[src/design/fdv_pkg.sv]
package fdv_pkg;

   localparam int PIX_W       = 8;
   localparam int THR_W       = 14;
   localparam int FRAC_W      = 8;
   localparam int VAR_W       = 22;
   localparam int CNT_OUT_W   = 23;

   localparam logic [THR_W-1:0] THR_RESET = 14'd30;

   localparam int QDEPTH      = 2;
   localparam int QPTR_W      = (QDEPTH > 1) ? $clog2(QDEPTH) : 1;
   localparam int QCNT_W      = $clog2(QDEPTH + 1);

endpackage

[src/design/fdv_if.sv]
interface fdv_req_if import fdv_pkg::*; ();
   logic             valid;
   logic             ready;
   logic [PIX_W-1:0] new_pixel;
   logic [PIX_W-1:0] old_pixel;
   logic             last_pixel;

   modport source (output valid, output new_pixel, output old_pixel, output last_pixel,
                   input ready);
   modport sink   (input valid, input new_pixel, input old_pixel, input last_pixel,
                   output ready);
endinterface

interface fdv_rsp_if import fdv_pkg::*; ();
   logic                 valid;
   logic                 ready;
   logic [VAR_W-1:0]     variance_q8;
   logic                 motion_detected;
   logic [CNT_OUT_W-1:0] pixel_count;

   modport source (output valid, output variance_q8, output motion_detected,
                   output pixel_count, input ready);
   modport sink   (input valid, input variance_q8, input motion_detected,
                   input pixel_count, output ready);
endinterface

[src/design/fdv_front.sv]
module fdv_front import fdv_pkg::*; #(
   parameter int MAX_PIXELS = 4194304,
   localparam int CNT_W = $clog2(MAX_PIXELS + 1),
   localparam int ABS_W = $clog2(64'(MAX_PIXELS) * 64'd255 + 64'd1),
   localparam int SQ_W  = $clog2(64'(MAX_PIXELS) * 64'd65025 + 64'd1),
   localparam int TOT_W = CNT_W + ABS_W + SQ_W
) (
   input  logic             clock,
   input  logic             reset,
   fdv_req_if.sink          req_ch,
   output logic             q_push,
   output logic [TOT_W-1:0] q_data,
   input  logic             q_full
);

   logic [CNT_W-1:0] cnt_ff, cnt_in, cnt_sum;
   logic [ABS_W-1:0] abs_ff, abs_in, abs_sum;
   logic [SQ_W-1:0]  sq_ff, sq_in, sq_sum;
   logic [PIX_W-1:0] diff;
   logic [2*PIX_W-1:0] diff_sq;
   logic             room;
   logic             accept;

   assign req_ch.ready = !(req_ch.last_pixel && q_full);
   assign accept = req_ch.valid && req_ch.ready;
   assign room = cnt_ff < CNT_W'(MAX_PIXELS);

   always_comb begin
      diff = (req_ch.new_pixel >= req_ch.old_pixel) ? req_ch.new_pixel - req_ch.old_pixel
                                                    : req_ch.old_pixel - req_ch.new_pixel;
      diff_sq = diff * diff;
      cnt_sum = room ? cnt_ff + CNT_W'(1) : cnt_ff;
      abs_sum = room ? abs_ff + ABS_W'(diff) : abs_ff;
      sq_sum  = room ? sq_ff + SQ_W'(diff_sq) : sq_ff;
      cnt_in = cnt_ff;
      abs_in = abs_ff;
      sq_in  = sq_ff;
      if (accept) begin
         if (req_ch.last_pixel) begin
            cnt_in = '0;
            abs_in = '0;
            sq_in  = '0;
         end else begin
            cnt_in = cnt_sum;
            abs_in = abs_sum;
            sq_in  = sq_sum;
         end
      end
   end

   // frame totals include the closing beat
   assign q_push = accept && req_ch.last_pixel;
   assign q_data = {cnt_sum, abs_sum, sq_sum};

   always_ff @(posedge clock) begin
      if (reset) begin
         cnt_ff <= '0;
         abs_ff <= '0;
         sq_ff  <= '0;
      end else begin
         cnt_ff <= cnt_in;
         abs_ff <= abs_in;
         sq_ff  <= sq_in;
      end
   end

endmodule

[src/design/fdv_queue.sv]
module fdv_queue import fdv_pkg::*; #(
   parameter int WIDTH = 91
) (
   input  logic             clock,
   input  logic             reset,
   input  logic             push,
   input  logic [WIDTH-1:0] push_data,
   output logic             full,
   input  logic             pop,
   output logic [WIDTH-1:0] pop_data,
   output logic             empty
);

   logic [WIDTH-1:0]  mem_ff [QDEPTH];
   logic [QPTR_W-1:0] wr_ptr_ff, wr_ptr_in;
   logic [QPTR_W-1:0] rd_ptr_ff, rd_ptr_in;
   logic [QCNT_W-1:0] count_ff, count_in;

   assign full     = count_ff == QCNT_W'(QDEPTH);
   assign empty    = count_ff == '0;
   assign pop_data = mem_ff[rd_ptr_ff];

   always_comb begin
      wr_ptr_in = wr_ptr_ff;
      rd_ptr_in = rd_ptr_ff;
      count_in  = count_ff;
      if (push) begin
         wr_ptr_in = (wr_ptr_ff == QPTR_W'(QDEPTH - 1)) ? '0 : wr_ptr_ff + QPTR_W'(1);
      end
      if (pop) begin
         rd_ptr_in = (rd_ptr_ff == QPTR_W'(QDEPTH - 1)) ? '0 : rd_ptr_ff + QPTR_W'(1);
      end
      if (push && !pop) begin
         count_in = count_ff + QCNT_W'(1);
      end else if (pop && !push) begin
         count_in = count_ff - QCNT_W'(1);
      end
   end

   always_ff @(posedge clock) begin
      if (push) begin
         mem_ff[wr_ptr_ff] <= push_data;
      end
   end

   always_ff @(posedge clock) begin
      if (reset) begin
         wr_ptr_ff <= '0;
         rd_ptr_ff <= '0;
         count_ff  <= '0;
      end else begin
         wr_ptr_ff <= wr_ptr_in;
         rd_ptr_ff <= rd_ptr_in;
         count_ff  <= count_in;
      end
   end

endmodule

[src/design/fdv_back.sv]
module fdv_back import fdv_pkg::*; #(
   parameter int MAX_PIXELS = 4194304,
   localparam int CNT_W = $clog2(MAX_PIXELS + 1),
   localparam int ABS_W = $clog2(64'(MAX_PIXELS) * 64'd255 + 64'd1),
   localparam int SQ_W  = $clog2(64'(MAX_PIXELS) * 64'd65025 + 64'd1),
   localparam int TOT_W = CNT_W + ABS_W + SQ_W
) (
   input  logic             clock,
   input  logic             reset,
   input  logic             q_empty,
   input  logic [TOT_W-1:0] q_data,
   output logic             q_pop,
   input  logic [THR_W-1:0] threshold,
   fdv_rsp_if.source        rsp_ch
);

   localparam int PW     = (CNT_W + SQ_W > 2 * ABS_W) ? CNT_W + SQ_W : 2 * ABS_W;
   localparam int OPW    = ABS_W;
   localparam int REMW   = PW + FRAC_W;
   localparam int DVW    = PW + VAR_W;
   localparam int NSTEP  = (OPW > VAR_W) ? OPW : VAR_W;
   localparam int STEP_W = $clog2(NSTEP);

   typedef enum logic [2:0] {
      S_IDLE, S_NQ, S_SS, S_NN, S_DIV, S_FIN
   } state_type;

   state_type            state_ff, state_in;
   logic [CNT_W-1:0]     n_ff, n_in;
   logic [ABS_W-1:0]     s_ff, s_in;
   logic [PW-1:0]        mcand_ff, mcand_in;
   logic [OPW-1:0]       mplier_ff, mplier_in;
   logic [PW-1:0]        acc_ff, acc_in;
   logic [PW-1:0]        nq_ff, nq_in;
   logic [REMW-1:0]      rem_ff, rem_in;
   logic [DVW-1:0]       dsr_ff, dsr_in;
   logic [VAR_W-1:0]     quo_ff, quo_in;
   logic [STEP_W-1:0]    step_ff, step_in;
   logic                 out_valid_ff, out_valid_in;
   logic [VAR_W-1:0]     var_ff, var_in;
   logic                 motion_ff, motion_in;
   logic [CNT_OUT_W-1:0] count_ff, count_in;

   logic [PW-1:0]        acc_add;
   logic [PW-1:0]        d_val;
   logic [DVW-1:0]       rem_ext, rem_sub;
   logic                 div_ge;
   logic [VAR_W-1:0]     thr_q8;
   logic                 out_take;

   assign rsp_ch.valid           = out_valid_ff;
   assign rsp_ch.variance_q8     = var_ff;
   assign rsp_ch.motion_detected = motion_ff;
   assign rsp_ch.pixel_count     = count_ff;

   always_comb begin
      acc_add  = mplier_ff[0] ? acc_ff + mcand_ff : acc_ff;
      d_val    = (nq_ff >= acc_add) ? nq_ff - acc_add : '0;
      rem_ext  = DVW'(rem_ff);
      div_ge   = rem_ext >= dsr_ff;
      rem_sub  = rem_ext - dsr_ff;
      thr_q8   = VAR_W'({threshold, FRAC_W'(0)});
      out_take = !out_valid_ff || rsp_ch.ready;

      state_in     = state_ff;
      n_in         = n_ff;
      s_in         = s_ff;
      mcand_in     = mcand_ff;
      mplier_in    = mplier_ff;
      acc_in       = acc_ff;
      nq_in        = nq_ff;
      rem_in       = rem_ff;
      dsr_in       = dsr_ff;
      quo_in       = quo_ff;
      step_in      = step_ff;
      var_in       = var_ff;
      motion_in    = motion_ff;
      count_in     = count_ff;
      out_valid_in = out_valid_ff && !rsp_ch.ready;
      q_pop        = 1'b0;

      case (state_ff)
         S_IDLE: begin
            if (!q_empty) begin
               q_pop     = 1'b1;
               n_in      = q_data[TOT_W-1 -: CNT_W];
               s_in      = q_data[SQ_W +: ABS_W];
               mcand_in  = PW'(q_data[SQ_W-1:0]);
               mplier_in = OPW'(q_data[TOT_W-1 -: CNT_W]);
               acc_in    = '0;
               step_in   = STEP_W'(OPW - 1);
               state_in  = S_NQ;
            end
         end
         S_NQ, S_SS, S_NN: begin
            // one shift-add step of the shared multiplier
            mcand_in  = mcand_ff << 1;
            mplier_in = mplier_ff >> 1;
            acc_in    = acc_add;
            step_in   = step_ff - STEP_W'(1);
            if (step_ff == '0) begin
               acc_in  = '0;
               step_in = STEP_W'(OPW - 1);
               case (state_ff)
                  S_NQ: begin
                     nq_in     = acc_add;
                     mcand_in  = PW'(s_ff);
                     mplier_in = s_ff;
                     state_in  = S_SS;
                  end
                  S_SS: begin
                     rem_in    = {d_val, FRAC_W'(0)};
                     mcand_in  = PW'(n_ff);
                     mplier_in = OPW'(n_ff);
                     state_in  = S_NN;
                  end
                  default: begin
                     dsr_in   = DVW'(acc_add) << (VAR_W - 1);
                     quo_in   = '0;
                     step_in  = STEP_W'(VAR_W - 1);
                     state_in = S_DIV;
                  end
               endcase
            end
         end
         S_DIV: begin
            if (div_ge) begin
               rem_in = REMW'(rem_sub);
            end
            quo_in  = {quo_ff[VAR_W-2:0], div_ge};
            dsr_in  = dsr_ff >> 1;
            step_in = step_ff - STEP_W'(1);
            if (step_ff == '0) begin
               state_in = S_FIN;
            end
         end
         S_FIN: begin
            if (out_take) begin
               var_in       = quo_ff;
               motion_in    = (quo_ff > thr_q8) || ((quo_ff == thr_q8) && (rem_ff != '0));
               count_in     = CNT_OUT_W'(n_ff);
               out_valid_in = 1'b1;
               state_in     = S_IDLE;
            end
         end
         default: begin
            state_in = S_IDLE;
         end
      endcase
   end

   always_ff @(posedge clock) begin
      if (reset) begin
         state_ff     <= S_IDLE;
         out_valid_ff <= 1'b0;
      end else begin
         state_ff     <= state_in;
         out_valid_ff <= out_valid_in;
      end
      n_ff      <= n_in;
      s_ff      <= s_in;
      mcand_ff  <= mcand_in;
      mplier_ff <= mplier_in;
      acc_ff    <= acc_in;
      nq_ff     <= nq_in;
      rem_ff    <= rem_in;
      dsr_ff    <= dsr_in;
      quo_ff    <= quo_in;
      step_ff   <= step_in;
      var_ff    <= var_in;
      motion_ff <= motion_in;
      count_ff  <= count_in;
   end

endmodule

[src/design/frame_difference_variance_detector.sv]
// frame difference variance detector
//
// req_ch takes one beat per cycle while ready is high: a new and an old pixel byte at the same
// position, with last_pixel on the final beat of a frame. Beats that do not
// close a frame are always taken. The closing beat snapshots the frame
// totals into a two-entry queue and clears the accumulators.
// rsp_ch gives one beat per frame: variance_q8 (variance of the absolute
// differences, 8 fraction bits), motion_detected (variance above
// csr threshold) and pixel_count.
// csr_wr_en / csr_wr_data write the motion threshold, reset value 30.
// The result comes from three passes through a shared one-bit-per-cycle
// multiplier with W-bit operands, W = bits of the absolute sum (30 at the
// default MAX_PIXELS), and a 22-step restoring divider. The result path
// takes the next frame from the queue only when done with the last; beats
// stream at one beat per cycle until two frames wait in the queue.
// Reset clears the accumulators, the queue and the result valid flag.
// A stalled rsp_ch holds its beat; the queue keeps taking frames until full,
// then only a closing beat is refused.
module frame_difference_variance_detector import fdv_pkg::*; #(
   parameter int MAX_PIXELS = 4194304,
   localparam int CNT_W = $clog2(MAX_PIXELS + 1),
   localparam int ABS_W = $clog2(64'(MAX_PIXELS) * 64'd255 + 64'd1),
   localparam int SQ_W  = $clog2(64'(MAX_PIXELS) * 64'd65025 + 64'd1),
   localparam int TOT_W = CNT_W + ABS_W + SQ_W
) (
   input  logic             clock,
   input  logic             reset,
   fdv_req_if.sink          req_ch,
   fdv_rsp_if.source        rsp_ch,
   input  logic             csr_wr_en,
   input  logic [THR_W-1:0] csr_wr_data
);

   logic [THR_W-1:0] thr_ff, thr_in;
   logic             q_push, q_pop, q_full, q_empty;
   logic [TOT_W-1:0] q_wdata, q_rdata;

   assign thr_in = csr_wr_en ? csr_wr_data : thr_ff;

   always_ff @(posedge clock) begin
      if (reset) begin
         thr_ff <= THR_RESET;
      end else begin
         thr_ff <= thr_in;
      end
   end

   fdv_front #(.MAX_PIXELS(MAX_PIXELS)) u_front (
      .clock  (clock),
      .reset  (reset),
      .req_ch (req_ch),
      .q_push (q_push),
      .q_data (q_wdata),
      .q_full (q_full)
   );

   fdv_queue #(.WIDTH(TOT_W)) u_queue (
      .clock     (clock),
      .reset     (reset),
      .push      (q_push),
      .push_data (q_wdata),
      .full      (q_full),
      .pop       (q_pop),
      .pop_data  (q_rdata),
      .empty     (q_empty)
   );

   fdv_back #(.MAX_PIXELS(MAX_PIXELS)) u_back (
      .clock     (clock),
      .reset     (reset),
      .q_empty   (q_empty),
      .q_data    (q_rdata),
      .q_pop     (q_pop),
      .threshold (thr_ff),
      .rsp_ch    (rsp_ch)
   );

`ifndef SYNTH
   assert property (@(posedge clock) disable iff (reset) q_push |-> !q_full)
      else $error("frame queue overflow");
   assert property (@(posedge clock) disable iff (reset) q_pop |-> !q_empty)
      else $error("frame queue underflow");
   assert property (@(posedge clock) disable iff (reset)
      (q_push && q_empty) |=> !q_empty)
      else $error("pushed frame lost");
`endif

endmodule
[src/flat_wrapper.sv]
// flat-port wrapper written by rule: the top's interface ports become plain ports
module frame_difference_variance_detector_flat import fdv_pkg::*;
#(
   parameter int MAX_PIXELS = 4194304,
   localparam int CNT_W = $clog2(MAX_PIXELS + 1),
   localparam int ABS_W = $clog2(64'(MAX_PIXELS) * 64'd255 + 64'd1),
   localparam int SQ_W  = $clog2(64'(MAX_PIXELS) * 64'd65025 + 64'd1),
   localparam int TOT_W = CNT_W + ABS_W + SQ_W
)
  (clock, reset, csr_wr_en, csr_wr_data, req_ch_valid, req_ch_new_pixel, req_ch_old_pixel, req_ch_last_pixel, req_ch_ready, rsp_ch_valid, rsp_ch_variance_q8, rsp_ch_motion_detected, rsp_ch_pixel_count, rsp_ch_ready);
  fdv_req_if req_ch_i ();
  fdv_rsp_if rsp_ch_i ();
  input  logic clock;
  input  logic reset;
  input  logic csr_wr_en;
  input  logic [THR_W-1:0] csr_wr_data;
  input wire logic [$bits(req_ch_i.valid)-1:0] req_ch_valid;
  input wire logic [$bits(req_ch_i.new_pixel)-1:0] req_ch_new_pixel;
  input wire logic [$bits(req_ch_i.old_pixel)-1:0] req_ch_old_pixel;
  input wire logic [$bits(req_ch_i.last_pixel)-1:0] req_ch_last_pixel;
  output wire logic [$bits(req_ch_i.ready)-1:0] req_ch_ready;
  output wire logic [$bits(rsp_ch_i.valid)-1:0] rsp_ch_valid;
  output wire logic [$bits(rsp_ch_i.variance_q8)-1:0] rsp_ch_variance_q8;
  output wire logic [$bits(rsp_ch_i.motion_detected)-1:0] rsp_ch_motion_detected;
  output wire logic [$bits(rsp_ch_i.pixel_count)-1:0] rsp_ch_pixel_count;
  input wire logic [$bits(rsp_ch_i.ready)-1:0] rsp_ch_ready;
  assign req_ch_i.valid = req_ch_valid;
  assign req_ch_i.new_pixel = req_ch_new_pixel;
  assign req_ch_i.old_pixel = req_ch_old_pixel;
  assign req_ch_i.last_pixel = req_ch_last_pixel;
  assign req_ch_ready = req_ch_i.ready;
  assign rsp_ch_valid = rsp_ch_i.valid;
  assign rsp_ch_variance_q8 = rsp_ch_i.variance_q8;
  assign rsp_ch_motion_detected = rsp_ch_i.motion_detected;
  assign rsp_ch_pixel_count = rsp_ch_i.pixel_count;
  assign rsp_ch_i.ready = rsp_ch_ready;
  frame_difference_variance_detector #(.MAX_PIXELS(MAX_PIXELS)) u_core (.clock(clock), .reset(reset), .req_ch(req_ch_i), .rsp_ch(rsp_ch_i), .csr_wr_en(csr_wr_en), .csr_wr_data(csr_wr_data));
endmodule
[config.mk]
export PLATFORM = sky130hd
export DESIGN_NAME = frame_difference_variance_detector_flat
export DESIGN_NICKNAME = d
export VERILOG_FILES = /design/src/design/fdv_pkg.sv /design/src/design/fdv_if.sv /design/src/design/fdv_front.sv /design/src/design/fdv_queue.sv /design/src/design/fdv_back.sv /design/src/design/frame_difference_variance_detector.sv /design/src/flat_wrapper.sv
export SDC_FILE = /design/constraint.sdc
export NUM_CORES = 2
export LEC_CHECK = 0
export BUFFER_PORTS_ARGS = -buffer_cell sky130_fd_sc_hd__buf_2
export CORE_ASPECT_RATIO = 1.25
export CORE_UTILIZATION = 50
export CTS_CLUSTER_DIAMETER = 50
export CTS_CLUSTER_SIZE = 25
export DETAILED_ROUTE_END_ITERATION = 10
export GPL_ROUTABILITY_DRIVEN = 0
export PLACE_DENSITY = 0.63
export SLEW_MARGIN = 20
export SYNTH_ARGS = -nofsm -noshare
export SYNTH_HDL_FRONTEND = slang
export SYNTH_SLANG_ARGS = --single-unit
[constraint.sdc]
create_clock -name clock -period 9.6 [get_ports clock]
set_input_delay 1.92 -clock clock [delete_from_list [all_inputs] [get_ports clock]]
set_output_delay 1.92 -clock clock [all_outputs]
set_load 0.005 [all_outputs]
### Word level (Yosys, flattened, before mapping)

Memory sizes are Yosys's and may differ from the RTL's. A register that Yosys moved wholly into a read port is not among the register bits.
Cells that the tools add are included.
W data, S select, Z words.

| word-level totals | value |
|---|---|
| ROM bits | 0 |
| word-level logic and storage cells | 141 |
| memories | 1 |
| input port bits | 36 |
| flip-flop bits (word level) | 604 |
| RAM bits | 182 |
| bits in latches | 0 |
| output and inout bits | 48 |

| cells by class | value |
|---|---|
| multiply operators | 1 |
| multiplexer cells | 52 |
| divide/modulo/power cells | 0 |
| shift-type cells | 0 |
| order comparisons | 5 |
| equal/unequal tests | 14 |
| reduce and logical (&&, ||, !) cells | 32 |
| add/sub/neg operators | 13 |
| bitwise logic cells | 1 |

Memories:

| memory | depth | bits a word | read ports | clocked after Yosys merged registers in | write ports | RTL line | RTL |
|---|---|---|---|---|---|---|---|
| u_core.u_queue.mem_ff | 2 | 91 | 1 | 1 | 1 | fdv_queue.sv:14 | `logic [WIDTH-1:0] mem_ff [QDEPTH];` |

Operators by type and width:

| cell | count |
|---|---|
| $mux W61 | 6 |
| $pmux W61 S2 | 3 |
| $mux W69 | 3 |
| $mux W83 | 2 |
| $pmux W83 S2 | 1 |
| $pmux W69 S2 | 1 |
| $mux W30 | 4 |
| $pmux W30 S2 | 2 |
| $ge A69 B83 Y1 | 1 |
| $mux W38 | 2 |
| $reduce_bool A69 Y1 | 1 |
| $sub A69 B69 Y69 | 1 |
| $add A61 B61 Y61 | 1 |
| $ge A61 B61 Y1 | 1 |
| $sub A61 B61 Y61 | 1 |
| $mux W23 | 2 |
| $mux W22 | 2 |
| $pmux W22 S2 | 1 |
| $add A38 B16 Y38 | 1 |
| $add A30 B8 Y30 | 1 |
| $add A23 B1 Y23 const B | 1 |
| $lt A23 B23 Y1 const B | 1 |
| $eq A22 B22 Y1 | 1 |
| $gt A22 B22 Y1 | 1 |
| 35 further kinds | 77 |

### Depth between registers and ports, before layout

| logic depth | value |
|---|---|
| word-level depth | 9 |
| mapped depth | 36 |
| gate-level depth less buffers | 35 |

### Modules after synthesis

From an unflattened synthesis, not the netlist that was laid out.

| unflattened totals | value |
|---|---|
| cell total of the unflattened synthesis | 4850 |
| area total of the unflattened synthesis | 48412.7 um^2 |

By module, submodules not included:

| module | area each (um^2) | cells each | sequential area each (um^2) | instances |
|---|---|---|---|---|
| fdv_back | 32357.3 | 3369 | 14794.2 | 1 |
| fdv_front | 8734.6 | 1131 | 1821.7 | 1 |
| fdv_queue | 6806.5 | 305 | 5565.3 | 1 |
| frame_difference_variance_detector | 514.2 | 45 | 280.3 | 1 |

### Worst setup path after synthesis

Ideal clock, no wire load.

| path | value |
|---|---|
| path type | reg-to-reg |
| from | register u_core.u_back.state_ff[1] |
| to | register u_core.u_back.acc_ff[0], enable pin |
| data required time | 8.887 ns |
| slack | 0.750 ns |
| stages on the path, launching flop included | 5 |
| library setup time | 0.713 ns |
| clock period less this slack | 8.850 ns |
| buffers on the path | 2 |
| data arrival time | 8.137 ns |
| cells stage by stage | dfxtp_1 clkbuf_1 nor2_1 clkbuf_1 a21oi_1 |

| between the ends | value |
|---|---|
| word-level cells in the longest chain between the ends | 4 |
| elaborated cells on any way between the ends | 8 |
| classes of those cells | eq/ne (4); reduce/logical (4) |

Ends and longest elaborated chain:

| what | RTL line | RTL |
|---|---|---|
| start: declaration | fdv_back.sv:28 | `state_type state_ff, state_in;` |
| start signal: assignment | fdv_back.sv:157 | `state_ff <= state_in;` |
| $eq A3 B2 Y1 / $eq A3 B1 Y1 (equally long branches) | fdv_back.sv:82 | `case (state_ff)` |
| $reduce_or A3 Y1 | fdv_back.sv:82 |  |
| $reduce_bool A2 Y1 (no source line) | -- |  |
| $reduce_and A2 Y1 (no source line) * | -- |  |
| end signal: assignment | fdv_back.sv:164 | `acc_ff <= acc_in;` |
| end: declaration | fdv_back.sv:33 | `logic [PW-1:0] acc_ff, acc_in;` |

Every way passes the cells marked *; elsewhere a longest branch is shown, timed or not.
A chain may end at the register's enable or synchronous reset.

### Final worst setup path

| path | value |
|---|---|
| from | input port req_ch_new_pixel[0] |
| to | memory u_core.u_queue.mem_ff[0][36], data pin |

| between the ends | value |
|---|---|
| word-level cells in the longest chain between the ends | 5 |
| elaborated cells on any way between the ends | 7 |
| classes of those cells | add/sub (3); mul (1); order compare (1); mux (2) |

Ends and longest elaborated chain:

| what | RTL line | RTL |
|---|---|---|
| start: declaration | flat_wrapper.sv:18 | `input wire logic [$bits(req_ch_i.new_pixel)-1:0] req_ch_new_pixel;` |
| $sub A8 B8 Y8, or another cell as far along | fdv_front.sv:30 | `: req_ch.old_pixel - req_ch.new_pixel;` |
| $mux W8 * | fdv_front.sv:29 | `diff = (req_ch.new_pixel >= req_ch.old_pixel) ? req_ch.new_pixel - req_ch.old_pixel` |
| $mul A8 B8 Y16 * | fdv_front.sv:31 | `diff_sq = diff * diff;` |
| $add A38 B16 Y38 * | fdv_front.sv:34 | `sq_sum = room ? sq_ff + SQ_W'(diff_sq) : sq_ff;` |
| $mux W38 * | fdv_front.sv:34 |  |
| via u_core.q_wdata[36] | frame_difference_variance_detector.sv:36 | `logic [TOT_W-1:0] q_wdata, q_rdata;` |
| end: declaration | fdv_queue.sv:14 |  |

Mark *: on every way through the listed nets, which the timed path passes. The rest lies on a longest branch.

==> impl_results.md <==
- Status: finished, violations left
- Violated checks: DRC
- CTS Sinks: 786
- Total number of yosys warnings: 0
- Synth Area in Simple Gates: 0.123
- Largest net degree at the start of global routing: 84
- Post-synth EDFFs: 672
- Post-synthesis compound-gate area fraction: 0.169
- Peak supply drop: 0.356 mV
- Worst min path class: reg2reg
- Drt total wl: 125000 um
- Critical Path Source Type: input port
- Worst-skew pair later-pin latency: about 0.7 ns
- Worst path max stage delay: 0.55 ns
- Input/output buffers: 83
- RSZ-0062 raised after global routing: no
- Yosys reg bits: 786
- GRT overflow: 0
- Share of the synthesized area in the top cell type: 0.434
- Synth-to-Final Area Change: 9.51%
- Mux share of post-synthesis cell area: 0.0384
- Synth Instances: between 4000 and 5000
- Max-cap violations: 0
- CP Max Fanout: 8
- Die area: 0.0943 mm^2
- Share of cells above drive strength 1: 0.0970
- Post-Synth XOR/XNOR Area: 0.0506
- Main combinational cell family by area after synthesis: compound AO/OA/AOI/OAI gates
- Hpwl dp: 91100 um
- Seq/Total Area, Yosys: 0.483
- Vias in the first global route: roughly 34000
- CTS root buf: clkbuf_16
- First-pass GRT wire length: 192000 um
- # hold bufs at CTS: 0
- Nets: between 4000 and 5000
- Cell family with the largest share of critical-path delay: adder cells
- Worst-margin pin slew: ~1.4 ns
- Initial Util: 0.507
- Synth cell count leaders: 672 x edfxtp_1, 402 x nor2_1, 378 x a21oi_1
- Detailed Route Iter0 Violations: 2472
- Relative slew slack: 0.0785
- Die width: 275 um
- I/O Pins: 84
- Clock skew: between 0.04 and 0.05 ns
- Max clock buf depth: 3
- Most common cell in the netlist: edfxtp_1
- Pwr Density: 407 mW/mm^2
- CP most frequent cell: inv_1
- Final core occ: 0.555
- # setup viols final: 0
- PostCTS Resize Cnt: 0
- Post-synth top area cell: edfxtp_1
- Placement Rows: 124
- Initial antenna violation count: 0
- Filler Cell Count: around 8100
- # DRC: 1
- Total GRT Usage: 0.263
- Adder-Cell Fraction of Synth Area: 0.0924
- Area of the mapped netlist: 0.0465 mm^2
- Die Y: approximately 340 um
- Required @ worst endpoint: about 10 ns
- Worst setup EP type: register
- Ant diodes: 0
- Synth area leaders: edfxtp_1 43%, ha_1 7.4%, dfxtp_1 4.9%
- Routed length per placed instance: 21.7 um
- Asr flop ratio synth: 0
- Clock transition at path regs: 0.09 ns
- Setup bufs post-CTS: 0
- Leak: between 0.02 and 0.025 uW
- Post-Syn Nets: slightly below 5000
- CTS H-tree lvls: 3
- Fin. Hold Viols: 0
- Post-route ant nets: 0
- Core area: 0.0918 mm^2
- WP data arrival: between 9 and 10 ns
- Netlist cell types: 107
- Clock buffer count from CTS: 79
- Sum of negative setup slack: 0 ns
- WP buf/inv: 8
- Drt first pass iters: 9
- Crit path kind: in2reg
- Crit path max-delay cell type: xnor2_1
- Vias per inst: 5.93
- Tmin final: 8.66 ns
- TritonCTS clock tree: yes
- Peak Freq: 116 MHz
- Average footprint of a synthesized cell: 10.3 um^2
- Crit share post-route: 0.902
- Final Max Tran Viols: 0
- Vias: 34208
- Most used DFF post-synth: edfxtp_1
-- final timing paths --
path | startpoint | end | slack [ns] | cells after the start
min reg2reg | u_core.u_back.quo_ff[8] | u_core.u_back.rsp_ch.variance_q8[8] | 0.46 | 0
min | u_core.u_back.quo_ff[8] | u_core.u_back.rsp_ch.variance_q8[8] | 0.46 | 0
max reg2reg | u_core.u_back.mcand_ff[10] | u_core.u_back.rem_ff[52] | 2.47 | 22
max | req_ch_new_pixel[0] | u_core.u_queue.mem_ff[0][36] | 0.94 | 34
-- metrics by stage --
step	std cells	hold WS, ns	worst slack [ns]	instance area, um^2	total power [uW]
after floorplan	4501	0.426	0.750	46500	14300
after global placement	5617	0.431	0.267	48100	17200
after detailed placement	5617	0.439	0.227	48100	17300
after CTS	5765	0.459	0.906	51000	20800
after global routing	5765	0.484	0.408	51000	22200
final	5765	0.462	0.942	51000	20800
-- where the power goes --
| group | switching (uW) | internal [uW] | total [uW] | leakage [uW] |
|---|---|---|---|---|
| Combinational | 7400 | 4390 | 11800 | 0.0118 |
| Sequential | 399 | 5210 | 5610 | 0.00725 |
| Clock | 1620 | 1730 | 3360 | 0.00138 |
-- cells in the final DEF (no fill, tap or decap), types with 63 or more instances in the layout --
cell / netlist / routed
clkbuf_16: 0 / 79
inv_1: 303 / 302
edfxtp_1: 672 / 672
a22oi_1: 63 / 63
a21oi_1: 378 / 377
nand4_1: 77 / 77
ha_1: 274 / 274
mux2i_1: 100 / 100
nand3_1: 76 / 76
xor2_1: 107 / 107
and3_1: 89 / 87
o21ai_0: 193 / 193
nor2_1: 402 / 394
mux2_2: 65 / 65
a21o_1: 142 / 142
dfxtp_1: 114 / 111
nand2_1: 363 / 359
xnor2_1: 162 / 162
buf_2: 19 / 82
-- worst reg2reg max path: cells and delay by family (launching register included) --
kind / cells / cell delay [ns]
AO/OA/AOI/OAI: 13 / 3.18
XOR/XNOR: 1 / 0.15
adder cells (fa/ha/maj): 2 / 0.84
buffers and inverters: 1 / 0.56
flip-flops: 1 / 0.54
multiplexers: 1 / 0.47
AND/OR/NAND/NOR: 4 / 1.07
-- state kept, by name, indices dropped and copies added (netlist names), 38 cells and up, named ones only --
name                    count
u_core.u_back.rem_ff       69
u_core.u_back.dsr_ff       82
u_core.u_back.nq_ff        61
u_core.u_front.sq_ff       38
u_core.u_back.acc_ff       61
u_core.u_back.mcand_ff     61
u_core.u_queue.mem_ff     182
-- kinds of logic after synthesis --
group,count (synthesis)
and+or+nand+nor,1235
adders and majority gates,318
xor gates and xnor gates,269
DFF,786
muxes,169
AOI/OAI and AO/OA,1198
buffers and inverters,526
-- area by class of cell --
cell class / instances / area, um^2 / area share
flip-flops and latches: 786 / 22500 / 0.441
clock buffers: 79 / 1980 / 0.0388
multi-input cells: 3189 / 22100 / 0.434
repair buffers: 141 / 853 / 0.0167
well taps: 1197 / 1500 / 0.0294
clock inverters: 69 / 893 / 0.0175
inverters: 304 / 1140 / 0.0224
-- metal layers --
metal  GRT usage  vias up  routed length [um]
met2       0.473      784               63700
met4       0.106        0                4850
met1       0.323    16745               51700
li1            -    16482                   -
met5           0        -                   0
met3      0.0244      197                4760
No activity file was read; power rests on OpenSTA's default activity.
